### src/rtl/spsl_pkg.sv
// ----------------------------------------------------------------------------
// spsl_pkg
// Shared types and constants of the speed profile slew limiter.
// ----------------------------------------------------------------------------
package spsl_pkg;

  localparam int unsigned CFG_DATA_W  = 16;
  localparam int unsigned CFG_INDEX_W = 3;

  localparam logic [CFG_INDEX_W-1:0] CFG_SPEED_MAX    = 3'd0;
  localparam logic [CFG_INDEX_W-1:0] CFG_SPEED_MIN    = 3'd1;
  localparam logic [CFG_INDEX_W-1:0] CFG_ACCEL_STEP   = 3'd2;
  localparam logic [CFG_INDEX_W-1:0] CFG_DECEL_STEP   = 3'd3;
  localparam logic [CFG_INDEX_W-1:0] CFG_TURN_STEP    = 3'd4;
  localparam logic [CFG_INDEX_W-1:0] CFG_CURVE_GAIN   = 3'd5;
  localparam logic [CFG_INDEX_W-1:0] CFG_OFFSET_GAIN  = 3'd6;
  localparam logic [CFG_INDEX_W-1:0] CFG_HEADING_GAIN = 3'd7;

  localparam logic [14:0] RST_SPEED_MAX    = 15'd2048;
  localparam logic [14:0] RST_SPEED_MIN    = 15'd410;
  localparam logic [14:0] RST_ACCEL_STEP   = 15'd164;
  localparam logic [14:0] RST_DECEL_STEP   = 15'd328;
  localparam logic [14:0] RST_TURN_STEP    = 15'd164;
  localparam logic [15:0] RST_CURVE_GAIN   = 16'd1229;
  localparam logic [15:0] RST_OFFSET_GAIN  = 16'd2048;
  localparam logic [15:0] RST_HEADING_GAIN = 16'd819;

  localparam logic signed [15:0] TURN_STOP_BAND = 16'sd41;

  typedef struct packed {
    logic signed [15:0] req_speed;
    logic signed [15:0] req_turn;
    logic               line_seen;
    logic signed [15:0] curvature;
    logic signed [15:0] lateral_offset;
    logic signed [15:0] heading_offset;
  } in_item_t;

  typedef struct packed {
    logic [14:0]        speed_out;
    logic signed [15:0] turn_out;
  } out_item_t;

  typedef struct packed {
    logic [14:0] speed_max;
    logic [14:0] speed_min;
    logic [14:0] accel_step;
    logic [14:0] decel_step;
    logic [14:0] turn_step;
    logic [15:0] curve_gain;
    logic [15:0] offset_gain;
    logic [15:0] heading_gain;
  } cfg_t;

  typedef struct packed {
    logic [14:0]        target;
    logic signed [15:0] req_turn;
    logic               stop_speed;
    logic               stop_turn;
  } job_t;

endpackage

### src/rtl/spsl_queue.sv
// ----------------------------------------------------------------------------
// spsl_queue
// Small synchronous FIFO used between the front and back and on the results.
// ----------------------------------------------------------------------------
module spsl_queue #(
  parameter int unsigned DW    = 8,
  parameter int unsigned DEPTH = 2
) (
  input  logic          clk,
  input  logic          rst_n,
  input  logic          push,
  input  logic [DW-1:0] wdata,
  output logic          full,
  input  logic          pop,
  output logic [DW-1:0] rdata,
  output logic          empty
);

  localparam int unsigned PTR_W = (DEPTH > 1) ? $clog2(DEPTH) : 1;
  localparam int unsigned CNT_W = $clog2(DEPTH + 1);
  localparam logic [CNT_W-1:0] CNT_FULL = CNT_W'(DEPTH);
  localparam logic [PTR_W-1:0] PTR_LAST = PTR_W'(DEPTH - 1);

  logic [DW-1:0]    mem_r [DEPTH];
  logic [PTR_W-1:0] wr_ptr_r, wr_ptr_nxt;
  logic [PTR_W-1:0] rd_ptr_r, rd_ptr_nxt;
  logic [CNT_W-1:0] count_r, count_nxt;
  logic             do_push, do_pop;

  assign full    = (count_r == CNT_FULL);
  assign empty   = (count_r == '0);
  assign do_push = push && !full;
  assign do_pop  = pop && !empty;
  assign rdata   = mem_r[rd_ptr_r];

  always_comb begin
    wr_ptr_nxt = wr_ptr_r;
    rd_ptr_nxt = rd_ptr_r;
    count_nxt  = count_r;
    if (do_push) begin
      wr_ptr_nxt = (wr_ptr_r == PTR_LAST) ? '0 : wr_ptr_r + 1'b1;
    end
    if (do_pop) begin
      rd_ptr_nxt = (rd_ptr_r == PTR_LAST) ? '0 : rd_ptr_r + 1'b1;
    end
    if (do_push && !do_pop) begin
      count_nxt = count_r + 1'b1;
    end else if (do_pop && !do_push) begin
      count_nxt = count_r - 1'b1;
    end
  end

  always_ff @(posedge clk) begin
    if (!rst_n) begin
      wr_ptr_r <= '0;
      rd_ptr_r <= '0;
      count_r  <= '0;
    end else begin
      wr_ptr_r <= wr_ptr_nxt;
      rd_ptr_r <= rd_ptr_nxt;
      count_r  <= count_nxt;
    end
  end

  always_ff @(posedge clk) begin
    if (do_push) begin
      mem_r[wr_ptr_r] <= wdata;
    end
  end

endmodule

### src/rtl/spsl_front.sv
// ----------------------------------------------------------------------------
// spsl_front
// Accepts control ticks, weighs the line errors and forms the speed target.
// ----------------------------------------------------------------------------
module spsl_front (
  input  logic              clk,
  input  logic              rst_n,
  input  spsl_pkg::cfg_t    cfg,
  input  logic              in_push,
  input  spsl_pkg::in_item_t in_item,
  output logic              in_full,
  output logic              job_push,
  output spsl_pkg::job_t    job,
  input  logic              job_full
);
  import spsl_pkg::*;

  logic               valid_r, valid_nxt;
  logic               advance, accept;
  logic signed [15:0] rv_r, rw_r;
  logic [19:0]        term_c_r, term_e_r, term_h_r;

  logic [15:0]        abs_c, abs_e, abs_h;
  logic [31:0]        prod_c, prod_e, prod_h;
  logic [21:0]        slow_sum;
  logic signed [23:0] raw_target, rv_ext, pick_target;
  logic signed [23:0] min_ext, max_ext;
  logic [14:0]        target;

  assign advance  = !valid_r || !job_full;
  assign in_full  = !advance;
  assign accept   = in_push && advance;
  assign job_push = valid_r && !job_full;

  assign abs_c  = in_item.curvature[15]      ? 16'(-in_item.curvature)      : in_item.curvature;
  assign abs_e  = in_item.lateral_offset[15] ? 16'(-in_item.lateral_offset) : in_item.lateral_offset;
  assign abs_h  = in_item.heading_offset[15] ? 16'(-in_item.heading_offset) : in_item.heading_offset;
  assign prod_c = 32'(cfg.curve_gain)   * 32'(abs_c);
  assign prod_e = 32'(cfg.offset_gain)  * 32'(abs_e);
  assign prod_h = 32'(cfg.heading_gain) * 32'(abs_h);

  always_comb begin
    valid_nxt = advance ? in_push : valid_r;
  end

  always_ff @(posedge clk) begin
    if (!rst_n) begin
      valid_r <= 1'b0;
    end else begin
      valid_r <= valid_nxt;
    end
  end

  always_ff @(posedge clk) begin
    if (accept) begin
      rv_r     <= in_item.req_speed;
      rw_r     <= in_item.req_turn;
      term_c_r <= in_item.line_seen ? prod_c[31:12] : '0;
      term_e_r <= in_item.line_seen ? prod_e[31:12] : '0;
      term_h_r <= in_item.line_seen ? prod_h[31:12] : '0;
    end
  end

  always_comb begin
    slow_sum   = 22'(term_c_r) + 22'(term_e_r) + 22'(term_h_r);
    raw_target = signed'({9'd0, cfg.speed_max}) - signed'({2'd0, slow_sum});
    rv_ext     = 24'(rv_r);
    min_ext    = signed'({9'd0, cfg.speed_min});
    max_ext    = signed'({9'd0, cfg.speed_max});
    pick_target = (!rv_r[15] && (rv_ext < raw_target)) ? rv_ext : raw_target;
    if (pick_target < min_ext) begin
      pick_target = min_ext;
    end
    if (pick_target > max_ext) begin
      pick_target = max_ext;
    end
    target = pick_target[14:0];
  end

  always_comb begin
    job.target     = target;
    job.req_turn   = rw_r;
    job.stop_speed = rv_r[15] || (rv_r == 16'sd0);
    job.stop_turn  = (rw_r > -TURN_STOP_BAND) && (rw_r < TURN_STOP_BAND);
  end

endmodule

### src/rtl/spsl_back.sv
// ----------------------------------------------------------------------------
// spsl_back
// Slews held speed and turn toward queued targets; stop flags can zero them.
// ----------------------------------------------------------------------------
module spsl_back (
  input  logic                clk,
  input  logic                rst_n,
  input  spsl_pkg::cfg_t      cfg,
  input  logic                job_empty,
  input  spsl_pkg::job_t      job,
  output logic                job_pop,
  input  logic                res_full,
  output logic                res_push,
  output spsl_pkg::out_item_t res
);
  import spsl_pkg::*;

  logic [14:0]        speed_now_r, speed_now_nxt;
  logic signed [15:0] turn_now_r, turn_now_nxt;

  logic [14:0]        step;
  logic signed [15:0] step_s, dv_diff, dv;
  logic signed [16:0] spd_sum;
  logic [14:0]        spd_lim;
  logic signed [16:0] ts_s, dw_diff, dw;
  logic signed [17:0] turn_sum;
  logic signed [15:0] turn_sat;

  assign job_pop  = !job_empty && !res_full;
  assign res_push = job_pop;

  always_comb begin
    step    = (job.target < speed_now_r) ? cfg.decel_step : cfg.accel_step;
    step_s  = signed'({1'b0, step});
    dv_diff = signed'({1'b0, job.target}) - signed'({1'b0, speed_now_r});
    if (dv_diff > step_s) begin
      dv = step_s;
    end else if (dv_diff < -step_s) begin
      dv = -step_s;
    end else begin
      dv = dv_diff;
    end
    spd_sum = signed'({2'b0, speed_now_r}) + 17'(dv);
    if (spd_sum < 17'sd0) begin
      spd_lim = '0;
    end else if (spd_sum > signed'({2'b0, cfg.speed_max})) begin
      spd_lim = cfg.speed_max;
    end else begin
      spd_lim = spd_sum[14:0];
    end

    ts_s    = signed'({2'b0, cfg.turn_step});
    dw_diff = 17'(job.req_turn) - 17'(turn_now_r);
    if (dw_diff > ts_s) begin
      dw = ts_s;
    end else if (dw_diff < -ts_s) begin
      dw = -ts_s;
    end else begin
      dw = dw_diff;
    end
    turn_sum = 18'(turn_now_r) + 18'(dw);
    if (turn_sum > 18'sd32767) begin
      turn_sat = 16'sh7FFF;
    end else if (turn_sum < -18'sd32768) begin
      turn_sat = 16'sh8000;
    end else begin
      turn_sat = turn_sum[15:0];
    end

    speed_now_nxt = job.stop_speed ? '0 : spd_lim;
    turn_now_nxt  = (job.stop_speed && job.stop_turn) ? '0 : turn_sat;

    res.speed_out = speed_now_nxt;
    res.turn_out  = turn_now_nxt;
  end

  always_ff @(posedge clk) begin
    if (!rst_n) begin
      speed_now_r <= '0;
      turn_now_r  <= '0;
    end else if (job_pop) begin
      speed_now_r <= speed_now_nxt;
      turn_now_r  <= turn_now_nxt;
    end
  end

endmodule

### src/rtl/speed_profile_slew_limiter.sv
// ----------------------------------------------------------------------------
// speed_profile_slew_limiter
// Path: front-end registers, mid queue, back-end state update, output queue.
// Throughput: one transaction per cycle while results are popped, set by the
// back-end update; the multiply stage and both queues are fully pipelined.
// Reset: held speed and turn rate go to zero, registers to their defaults,
// and both queues empty.
// ----------------------------------------------------------------------------
module speed_profile_slew_limiter #(
  parameter int unsigned MID_DEPTH = 2,
  parameter int unsigned OUT_DEPTH = 2
) (
  input  logic                                 clk,
  input  logic                                 rst_n,
  input  logic                                 in_push,
  input  spsl_pkg::in_item_t                   in_item,
  output logic                                 in_full,
  output logic                                 out_empty,
  input  logic                                 out_pop,
  output spsl_pkg::out_item_t                  out_item,
  input  logic                                 cfg_we,
  input  logic [spsl_pkg::CFG_INDEX_W-1:0]     cfg_index,
  input  logic [spsl_pkg::CFG_DATA_W-1:0]      cfg_wdata
);
  import spsl_pkg::*;

  cfg_t      cfg_r, cfg_nxt;
  logic      job_push, job_full, job_empty, job_pop;
  job_t      job_in, job_out;
  logic      res_push, res_full;
  out_item_t res;

  always_comb begin
    cfg_nxt = cfg_r;
    if (cfg_we) begin
      case (cfg_index)
        CFG_SPEED_MAX:    cfg_nxt.speed_max    = cfg_wdata[14:0];
        CFG_SPEED_MIN:    cfg_nxt.speed_min    = cfg_wdata[14:0];
        CFG_ACCEL_STEP:   cfg_nxt.accel_step   = cfg_wdata[14:0];
        CFG_DECEL_STEP:   cfg_nxt.decel_step   = cfg_wdata[14:0];
        CFG_TURN_STEP:    cfg_nxt.turn_step    = cfg_wdata[14:0];
        CFG_CURVE_GAIN:   cfg_nxt.curve_gain   = cfg_wdata;
        CFG_OFFSET_GAIN:  cfg_nxt.offset_gain  = cfg_wdata;
        CFG_HEADING_GAIN: cfg_nxt.heading_gain = cfg_wdata;
        default: ;
      endcase
    end
  end

  always_ff @(posedge clk) begin
    if (!rst_n) begin
      cfg_r.speed_max    <= RST_SPEED_MAX;
      cfg_r.speed_min    <= RST_SPEED_MIN;
      cfg_r.accel_step   <= RST_ACCEL_STEP;
      cfg_r.decel_step   <= RST_DECEL_STEP;
      cfg_r.turn_step    <= RST_TURN_STEP;
      cfg_r.curve_gain   <= RST_CURVE_GAIN;
      cfg_r.offset_gain  <= RST_OFFSET_GAIN;
      cfg_r.heading_gain <= RST_HEADING_GAIN;
    end else begin
      cfg_r <= cfg_nxt;
    end
  end

  spsl_front u_front (
    .clk      (clk),
    .rst_n    (rst_n),
    .cfg      (cfg_r),
    .in_push  (in_push),
    .in_item  (in_item),
    .in_full  (in_full),
    .job_push (job_push),
    .job      (job_in),
    .job_full (job_full)
  );

  spsl_queue #(
    .DW    ($bits(job_t)),
    .DEPTH (MID_DEPTH)
  ) u_mid_queue (
    .clk   (clk),
    .rst_n (rst_n),
    .push  (job_push),
    .wdata (job_in),
    .full  (job_full),
    .pop   (job_pop),
    .rdata (job_out),
    .empty (job_empty)
  );

  spsl_back u_back (
    .clk       (clk),
    .rst_n     (rst_n),
    .cfg       (cfg_r),
    .job_empty (job_empty),
    .job       (job_out),
    .job_pop   (job_pop),
    .res_full  (res_full),
    .res_push  (res_push),
    .res       (res)
  );

  spsl_queue #(
    .DW    ($bits(out_item_t)),
    .DEPTH (OUT_DEPTH)
  ) u_out_queue (
    .clk   (clk),
    .rst_n (rst_n),
    .push  (res_push),
    .wdata (res),
    .full  (res_full),
    .pop   (out_pop),
    .rdata (out_item),
    .empty (out_empty)
  );

  a_speed_within_max: assert property (
    @(posedge clk) disable iff (!rst_n)
    !out_empty |-> (out_item.speed_out <= cfg_r.speed_max)
  ) else $error("speed result above speed_max");

  a_stall_needs_results: assert property (
    @(posedge clk) disable iff (!rst_n)
    in_full |-> (job_full && !out_empty)
  ) else $error("front stalled with no backlog behind it");

  a_ready_after_reset: assert property (
    @(posedge clk) disable iff (!rst_n)
    $past(!rst_n) |-> (!in_full && out_empty)
  ) else $error("queues not empty after reset");

endmodule

### config.mk
export PLATFORM = sky130hd
export DESIGN_NAME = speed_profile_slew_limiter
export DESIGN_NICKNAME = d
export VERILOG_FILES = /design/src/rtl/spsl_pkg.sv /design/src/rtl/spsl_queue.sv /design/src/rtl/spsl_front.sv /design/src/rtl/spsl_back.sv /design/src/rtl/speed_profile_slew_limiter.sv
export SDC_FILE = /design/constraint.sdc
export NUM_CORES = 2
export LEC_CHECK = 0
export BUFFER_PORTS_ARGS = -buffer_cell sky130_fd_sc_hd__buf_2
export CAP_MARGIN = 20
export CORE_MARGIN = 1.5
export CORE_UTILIZATION = 66
export DETAILED_ROUTE_END_ITERATION = 10
export HOLD_SLACK_MARGIN = 0.06
export PLACE_DENSITY = 0.84
export SLEW_MARGIN = 0
export SYNTH_ARGS = -nofsm -noshare
export SYNTH_HDL_FRONTEND = slang
export SYNTH_SLANG_ARGS = --single-unit
### constraint.sdc
create_clock -name clk -period 12.5 [get_ports clk]
set_input_delay 2.5 -clock clk [delete_from_list [all_inputs] [get_ports clk]]
set_output_delay 2.5 -clock clk [all_outputs]
set_load 0.01 [all_outputs]
; ---- Word-level counts from Yosys, hierarchy flattened
; Memory sizes are Yosys's and may differ from the RTL's. A register that Yosys moved wholly into a read port is not among the register bits.
; Cells that the tools add are included.
[totals]
regBits = 255
ram_bits = 128
input_bits = 105
output_inout_bits = 33
word_cells = 144
mem_count = 2
[mem_list]
columns = memory, depth, word_bits, read_ports, rd_ports_with_merged_regs, wr, line_no
row1 = u_mid_queue.mem_r, 2, 33, 1, 1, 1, spsl_queue.sv:24  ; logic [DW-1:0] mem_r [DEPTH];
row2 = u_out_queue.mem_r, 2, 31, 1, 1, 1, spsl_queue.sv:24
[classes]
addsub = 20
multipliers = 3
magnitude_cmp = 14
n_eq_ne = 9
n_mux = 33
reduce_logical = 41
[ops]
columns = op, n
row1 = $mux 16, 8
row2 = $mul 16x16->32, 3
row3 = $mux 15, 5
row4 = $mux 24, 2
row5 = $neg 16->16, 3
row6 = $gt 17x16->1, 2
row7 = $mux 17, 2
row8 = $gt 24x16->1, 1
row9 = $lt 24x16->1, 1
row10 = $lt 16x23->1, 1
row11 = $sub 15x22->23, 1
row12 = $add 22x20->22, 1
row13 = $add 20x20->21, 1
row14 = $add 16x17->18, 1
row15 = $gt 18x16->1 const B, 1
row16 = $lt 18x16->1 const B, 1
row17 = $add 16x16->17, 1
row18 = $lt 17x1->1 const B, 1
row19 = $lt 17x17->1, 1
row20 = $neg 15->17, 1
row21 = $sub 16x16->17, 1
row22 = $gt 16x16->1, 1
row23 = $gt 16x7->1 const B, 1
row24 = $logic_not 16->1, 1
row25 = other kinds (21), 78

; ---- Depth between registers and ports, before layout
[logic_depth]
word_depth = 11
ltp_mapped = 64
depth_no_buf = 59

; ---- Cells and area by module
; Synthesis repeated with hierarchy kept, for this count alone.
[hier_totals]
cells_unflattened = 5291
area_unflattened_um2 = 49555.0
[by_module_without_submodules]
columns = module, n_inst, cells_each, area_per_inst_um2, seq_area_each_um2
row1 = spsl_front, 1, 3505, 31876.8, 2782.7
row2 = spsl_back, 1, 1096, 7981.4, 620.6
row3 = speed_profile_slew_limiter, 1, 441, 4629.4, 2462.4
row4 = spsl_queue (u_mid_queue), 1, 128, 2607.5, 2082.0
row5 = spsl_queue (u_out_queue), 1, 121, 2459.9, 1961.9

; ---- Least setup slack after synthesis
; Ideal clock, no wire load.
[synth_timing]
path_type = reg-to-reg
startpoint = reg u_front.term_e_r[1]
endpoint = mem u_mid_queue.mem_r[0][20] (netlist name), data pin
setup_ns = 0.262
t_arrival_ns = 11.251
required_time_ns = 12.238
slack_ns = 0.987
path_stages_with_launch = 58
n_path_buf = 4
synth_period_minus_slack_ns = 11.513
cell_sequence = edfxtp_1 ha_1 a21o_1 a21oi_1 o21bai_1 a21oi_1 o21bai_1 a21oi_1 xnor2_1 ha_1 or3_1 o21ba_2 o21ai_0 nand2b_1 a21o_1 a21oi_1 xor2_1 ha_1 [22 not listed] ha_1 clkbuf_1 a2111oi_0 a21o_1 buf_6 a221oi_2 ha_1 nor2b_1 o21a_1 o21a_1 o211ai_1 a21boi_0 o31ai_1 a21oi_1 o31ai_1 nand2_1 o21ai_4 mux2_2
[synth_lines]
columns = item, line_no
row1 = start: declaration, spsl_front.sv:21  ; logic [19:0] term_c_r, term_e_r, term_h_r;
row2 = start signal: assignment, spsl_front.sv:59  ; term_e_r <= in_item.line_seen ? prod_e[31:12] : '0;
row3 = end: declaration, spsl_queue.sv:24

==> run_results.csv <==
group,metric,value,unit
global_route,antenna_found_initial,9,
logic_synthesis,synth_edf_count,220,
global_route,grt_first_pass_wirelength,218,mm
placed_design,dpl_cell_area,0.0522,mm2
cells_and_area,finalNetCount,6890,
cells_and_area,ff_latch_area,0.00991,mm2
critical_path,critical-path-slowest-cell,"o311ai_0",
critical_path,critPathBufInv,6,
cts,cts_root_buf,"clkbuf_16",
logic_synthesis,synth_area,0.0503,mm2
cts,cts_max_level,2,
timing,hold_viol,0,
cells_and_area,final_common_cell,"nand2_1",
drt,dr.pass1.iters,9,
cts,cts_tree,"yes",
drt,drc_errors,2,
cts,cts_buffer_depth,3,
cts,clkLatencyLatePin,600,ps
hold_path,min_to,"cfg_r[98]",
outcome,violations,"DRC",
drt,num_vias,40300,
logic_synthesis,synthCells,5589,
cells_and_area,synthToLayoutAreaGrowth,7.17,%
floorplan,core.rowCount,101,
cts,path_clk_slew,60,ps
logic_synthesis,synth_fa_ha_area_share,37.1,%
critical_path,max_stage_delay,520,ps
timing,slew_viol_final,0,
global_route,busiest_layer,"met2",
drt,post_drt_wl_per_cell,20.4,um
hold_path,hp-class,"reg -> reg",
hold_path,hold_start,"cfg_r[98]",
placed_design,dp_hpwl,104,mm
cells_and_area,drive_gt1_share,8.33,%
timing,worstMarginPinSlew,1180,ps
global_route,use_met2,61.0,%
critical_path,critical-path-top-delay-family,"compound AO/OA/AOI/OAI gates",
logic_synthesis,yosysWarnings,0,
logic_synthesis,synth_compound_area_share,11.2,%
placed_design,io_buffers,137,
timing,post-route-period-util,93.7,%
logic_synthesis,synth_xor_area_share,3.71,%
cts,clkSinkCount,385,
outcome,status,"finished, violations left",
floorplan,start_util,66.4,%
critical_path,crit-reg2reg-capture,"u_mid_queue.mem_r[0][20]",
floorplan,die-area,0.0778,mm2
critical_path,worstSetupPathType,"reg -> reg",
cells_and_area,layout_common_cells,"848 x nand2_1, 839 x inv_1, 586 x fa_1",
cells_and_area,multi_input_area,0.0366,mm2
cells_and_area,n_fill_cell,5622,
drt,first_iter_violations,2923,
critical_path,r2r-start,"u_front.term_e_r[1]",
logic_synthesis,synth.net_count,6835,
logic_synthesis,yosysUniqueCellTypes,94,
critical_path,crit_path_end_kind,"register",
logic_synthesis,ys_seq_elements,385,
global_route,grt_max_degree,84,
hold_path,min_path_cells,2,
timing,max_freq,85.4,MHz
run,max-cap-violations,0,
critical_path,required,12840,ps
global_route,grt-ovfl-total,0,
global_route,grt_use_met1,44.8,%
floorplan,fp.dieW,279,um
cts,cts_buffers,41,
critical_path,startpoint_type,"register",
drt,detail_route.vias_per_cell,6.05,
cells_and_area,final_cell_area,0.0539,mm2
logic_synthesis,synthArstFlopShare,0,%
critical_path,ff2ff_path_depth,55,
cells_and_area,fin_cells,6658,
global_route,track_usage,35.5,%
logic_synthesis,synthMuxAreaShare,2.82,%
floorplan,io_pins,138,
timing,setup_viol,0,
global_route,use_met3,5.04,%
timing,clock_skew,27.4,ps
logic_synthesis,ys_seq_area_share,19.7,%
logic_synthesis,synth.avg_cell_area,8.99,um2
critical_path,critPathArrivalTime,12040,ps
critical_path,worst-path-max-fanout,25,
logic_synthesis,yosys.area_share.simple,17.3,%
placed_design,dp.cells,6573,
floorplan,core_area,0.0757,mm2
critical_path,ff2ff_setup_slack,790,ps
logic_synthesis,synth_top_family_by_area,"adder cells",
placed_design,gp_congestion,0.988,
global_route,grt_pass1_vias,40900,
drt,routed_wl,135,mm
timing,period_needed,11710,ps
timing,relSlewSlack,20.8,%
drt,ant_nets,0,
floorplan,die_h,279,um
logic_synthesis,ys.flop_type,"edfxtp_1",
through the flow:
step / utilization (%) / setup TNS [ps] / worst slack, ps / hold slack (ps)
after floorplan: - / 0 / 987 / 443
after global placement: 68.9 / 0 / 465 / 454
after detailed placement: 68.9 / 0 / 260 / 463
after CTS: 70.8 / 0 / 193 / 472
after global routing: 71.2 / -140 / -23.6 / 498
final: 71.2 / 0 / 794 / 469
per-layer routing:
layer / part of all wire, % / wire (um)
met5: 0.071 / 96
met4: 4.7 / 6430
met3: 7.8 / 10600
met2: 48 / 65600
met1: 39 / 52700
tightest hold or removal path: stages, from the launching register on:
cell	delay, ps
dfxtp_1	310
nand2_1	50
a21boi_0	60
kinds of logic after synthesis:
kind of cell | after synthesis
compound gates | 821
xor+xnor | 213
fa+ha+maj | 1141
buf+inv | 1065
flops | 385
mux | 130
simple gates | 1834
worst max path at each step:
stage	startpoint	depth (start not counted)	endpoint	slack, ps
6_report	u_front.term_e_r[1]	55	u_mid_queue.mem_r[0][20]	790
5_1_grt	u_front.term_e_r[1]	60	u_mid_queue.mem_r[0][20]	-20
4_1_cts	u_front.term_e_r[1]	57	u_mid_queue.mem_r[0][20]	190
3_5_place_dp	u_front.term_e_r[1]	54	u_mid_queue.mem_r[0][20]	260
3_3_place_gp	u_front.term_e_r[0]	58	u_mid_queue.mem_r[1][20]	460
2_1_floorplan	u_front.term_e_r[1]	57	u_mid_queue.mem_r[0][20]	990
layout make-up:
class	instances	share of cell area [%]
Antenna cell	3	0.0139
Clock buffer	58	2.27
Clock inverter	18	0.478
Inverter	840	5.85
Multi-Input combinational cell	4139	68.0
Sequential cell	385	18.4
Tap cell	978	2.27
Timing Repair Buffer	237	2.72
flip-flops by register name, summed over array words and instances, names as in the netlist, named ones only:
name and flops:
u_front.valid_r 1, u_mid_queue.count_r 2, u_out_queue.count_r 2, u_front.term_h_r 20, u_mid_queue.rd_ptr_r 1, u_back.speed_now_r 15
u_front.term_e_r 20, u_front.rw_r 16, u_out_queue.mem_r 62, u_front.rv_r 16, u_mid_queue.mem_r 66, u_mid_queue.wr_ptr_r 1
u_out_queue.wr_ptr_r 1, cfg_r 123, u_out_queue.rd_ptr_r 1, u_front.term_c_r 20, u_back.turn_now_r 16
cells in the mapped netlist (11+ instances only):
library cell	count	area [um2]
nand2b_1	65	407
a21oi_1	185	926
o211ai_1	41	308
nand2_1	848	3180
mux2_2	70	788
a211oi_1	19	143
o41ai_1	12	105
dfxtp_1	165	3300
buf_1	17	63.8
and2_1	204	1280
mux2i_1	49	490
nor3b_1	11	82.6
o21ai_0	125	626
ha_1	555	6940
nand4_1	48	300
nor3_1	75	375
a21o_1	74	556
o31ai_1	30	225
xor2_1	72	631
o21bai_1	12	90.1
nor2b_1	148	926
fa_1	586	11700
edfxtp_1	220	6610
xnor2_1	141	1230
a21boi_0	106	796
or3_1	29	181
and3_1	29	181
nor4_1	30	188
a2111oi_0	12	105
inv_1	840	3150
nand3_1	96	480
a31oi_1	20	125
o2bb2ai_1	12	105
nor2_1	208	781
clkbuf_1	186	698
o21a_1	55	413
timing repair:
item                                    in CTS  in global routing
endpoints found under the setup margin       0                 30
resized for setup                            0                 40
buffers inserted                             0                  4
hold buffers                                 0                  0
Power is left out: the tool's default activity adds up to more than one toggle a clock period on the data nets, which glitch-free logic cannot reach.
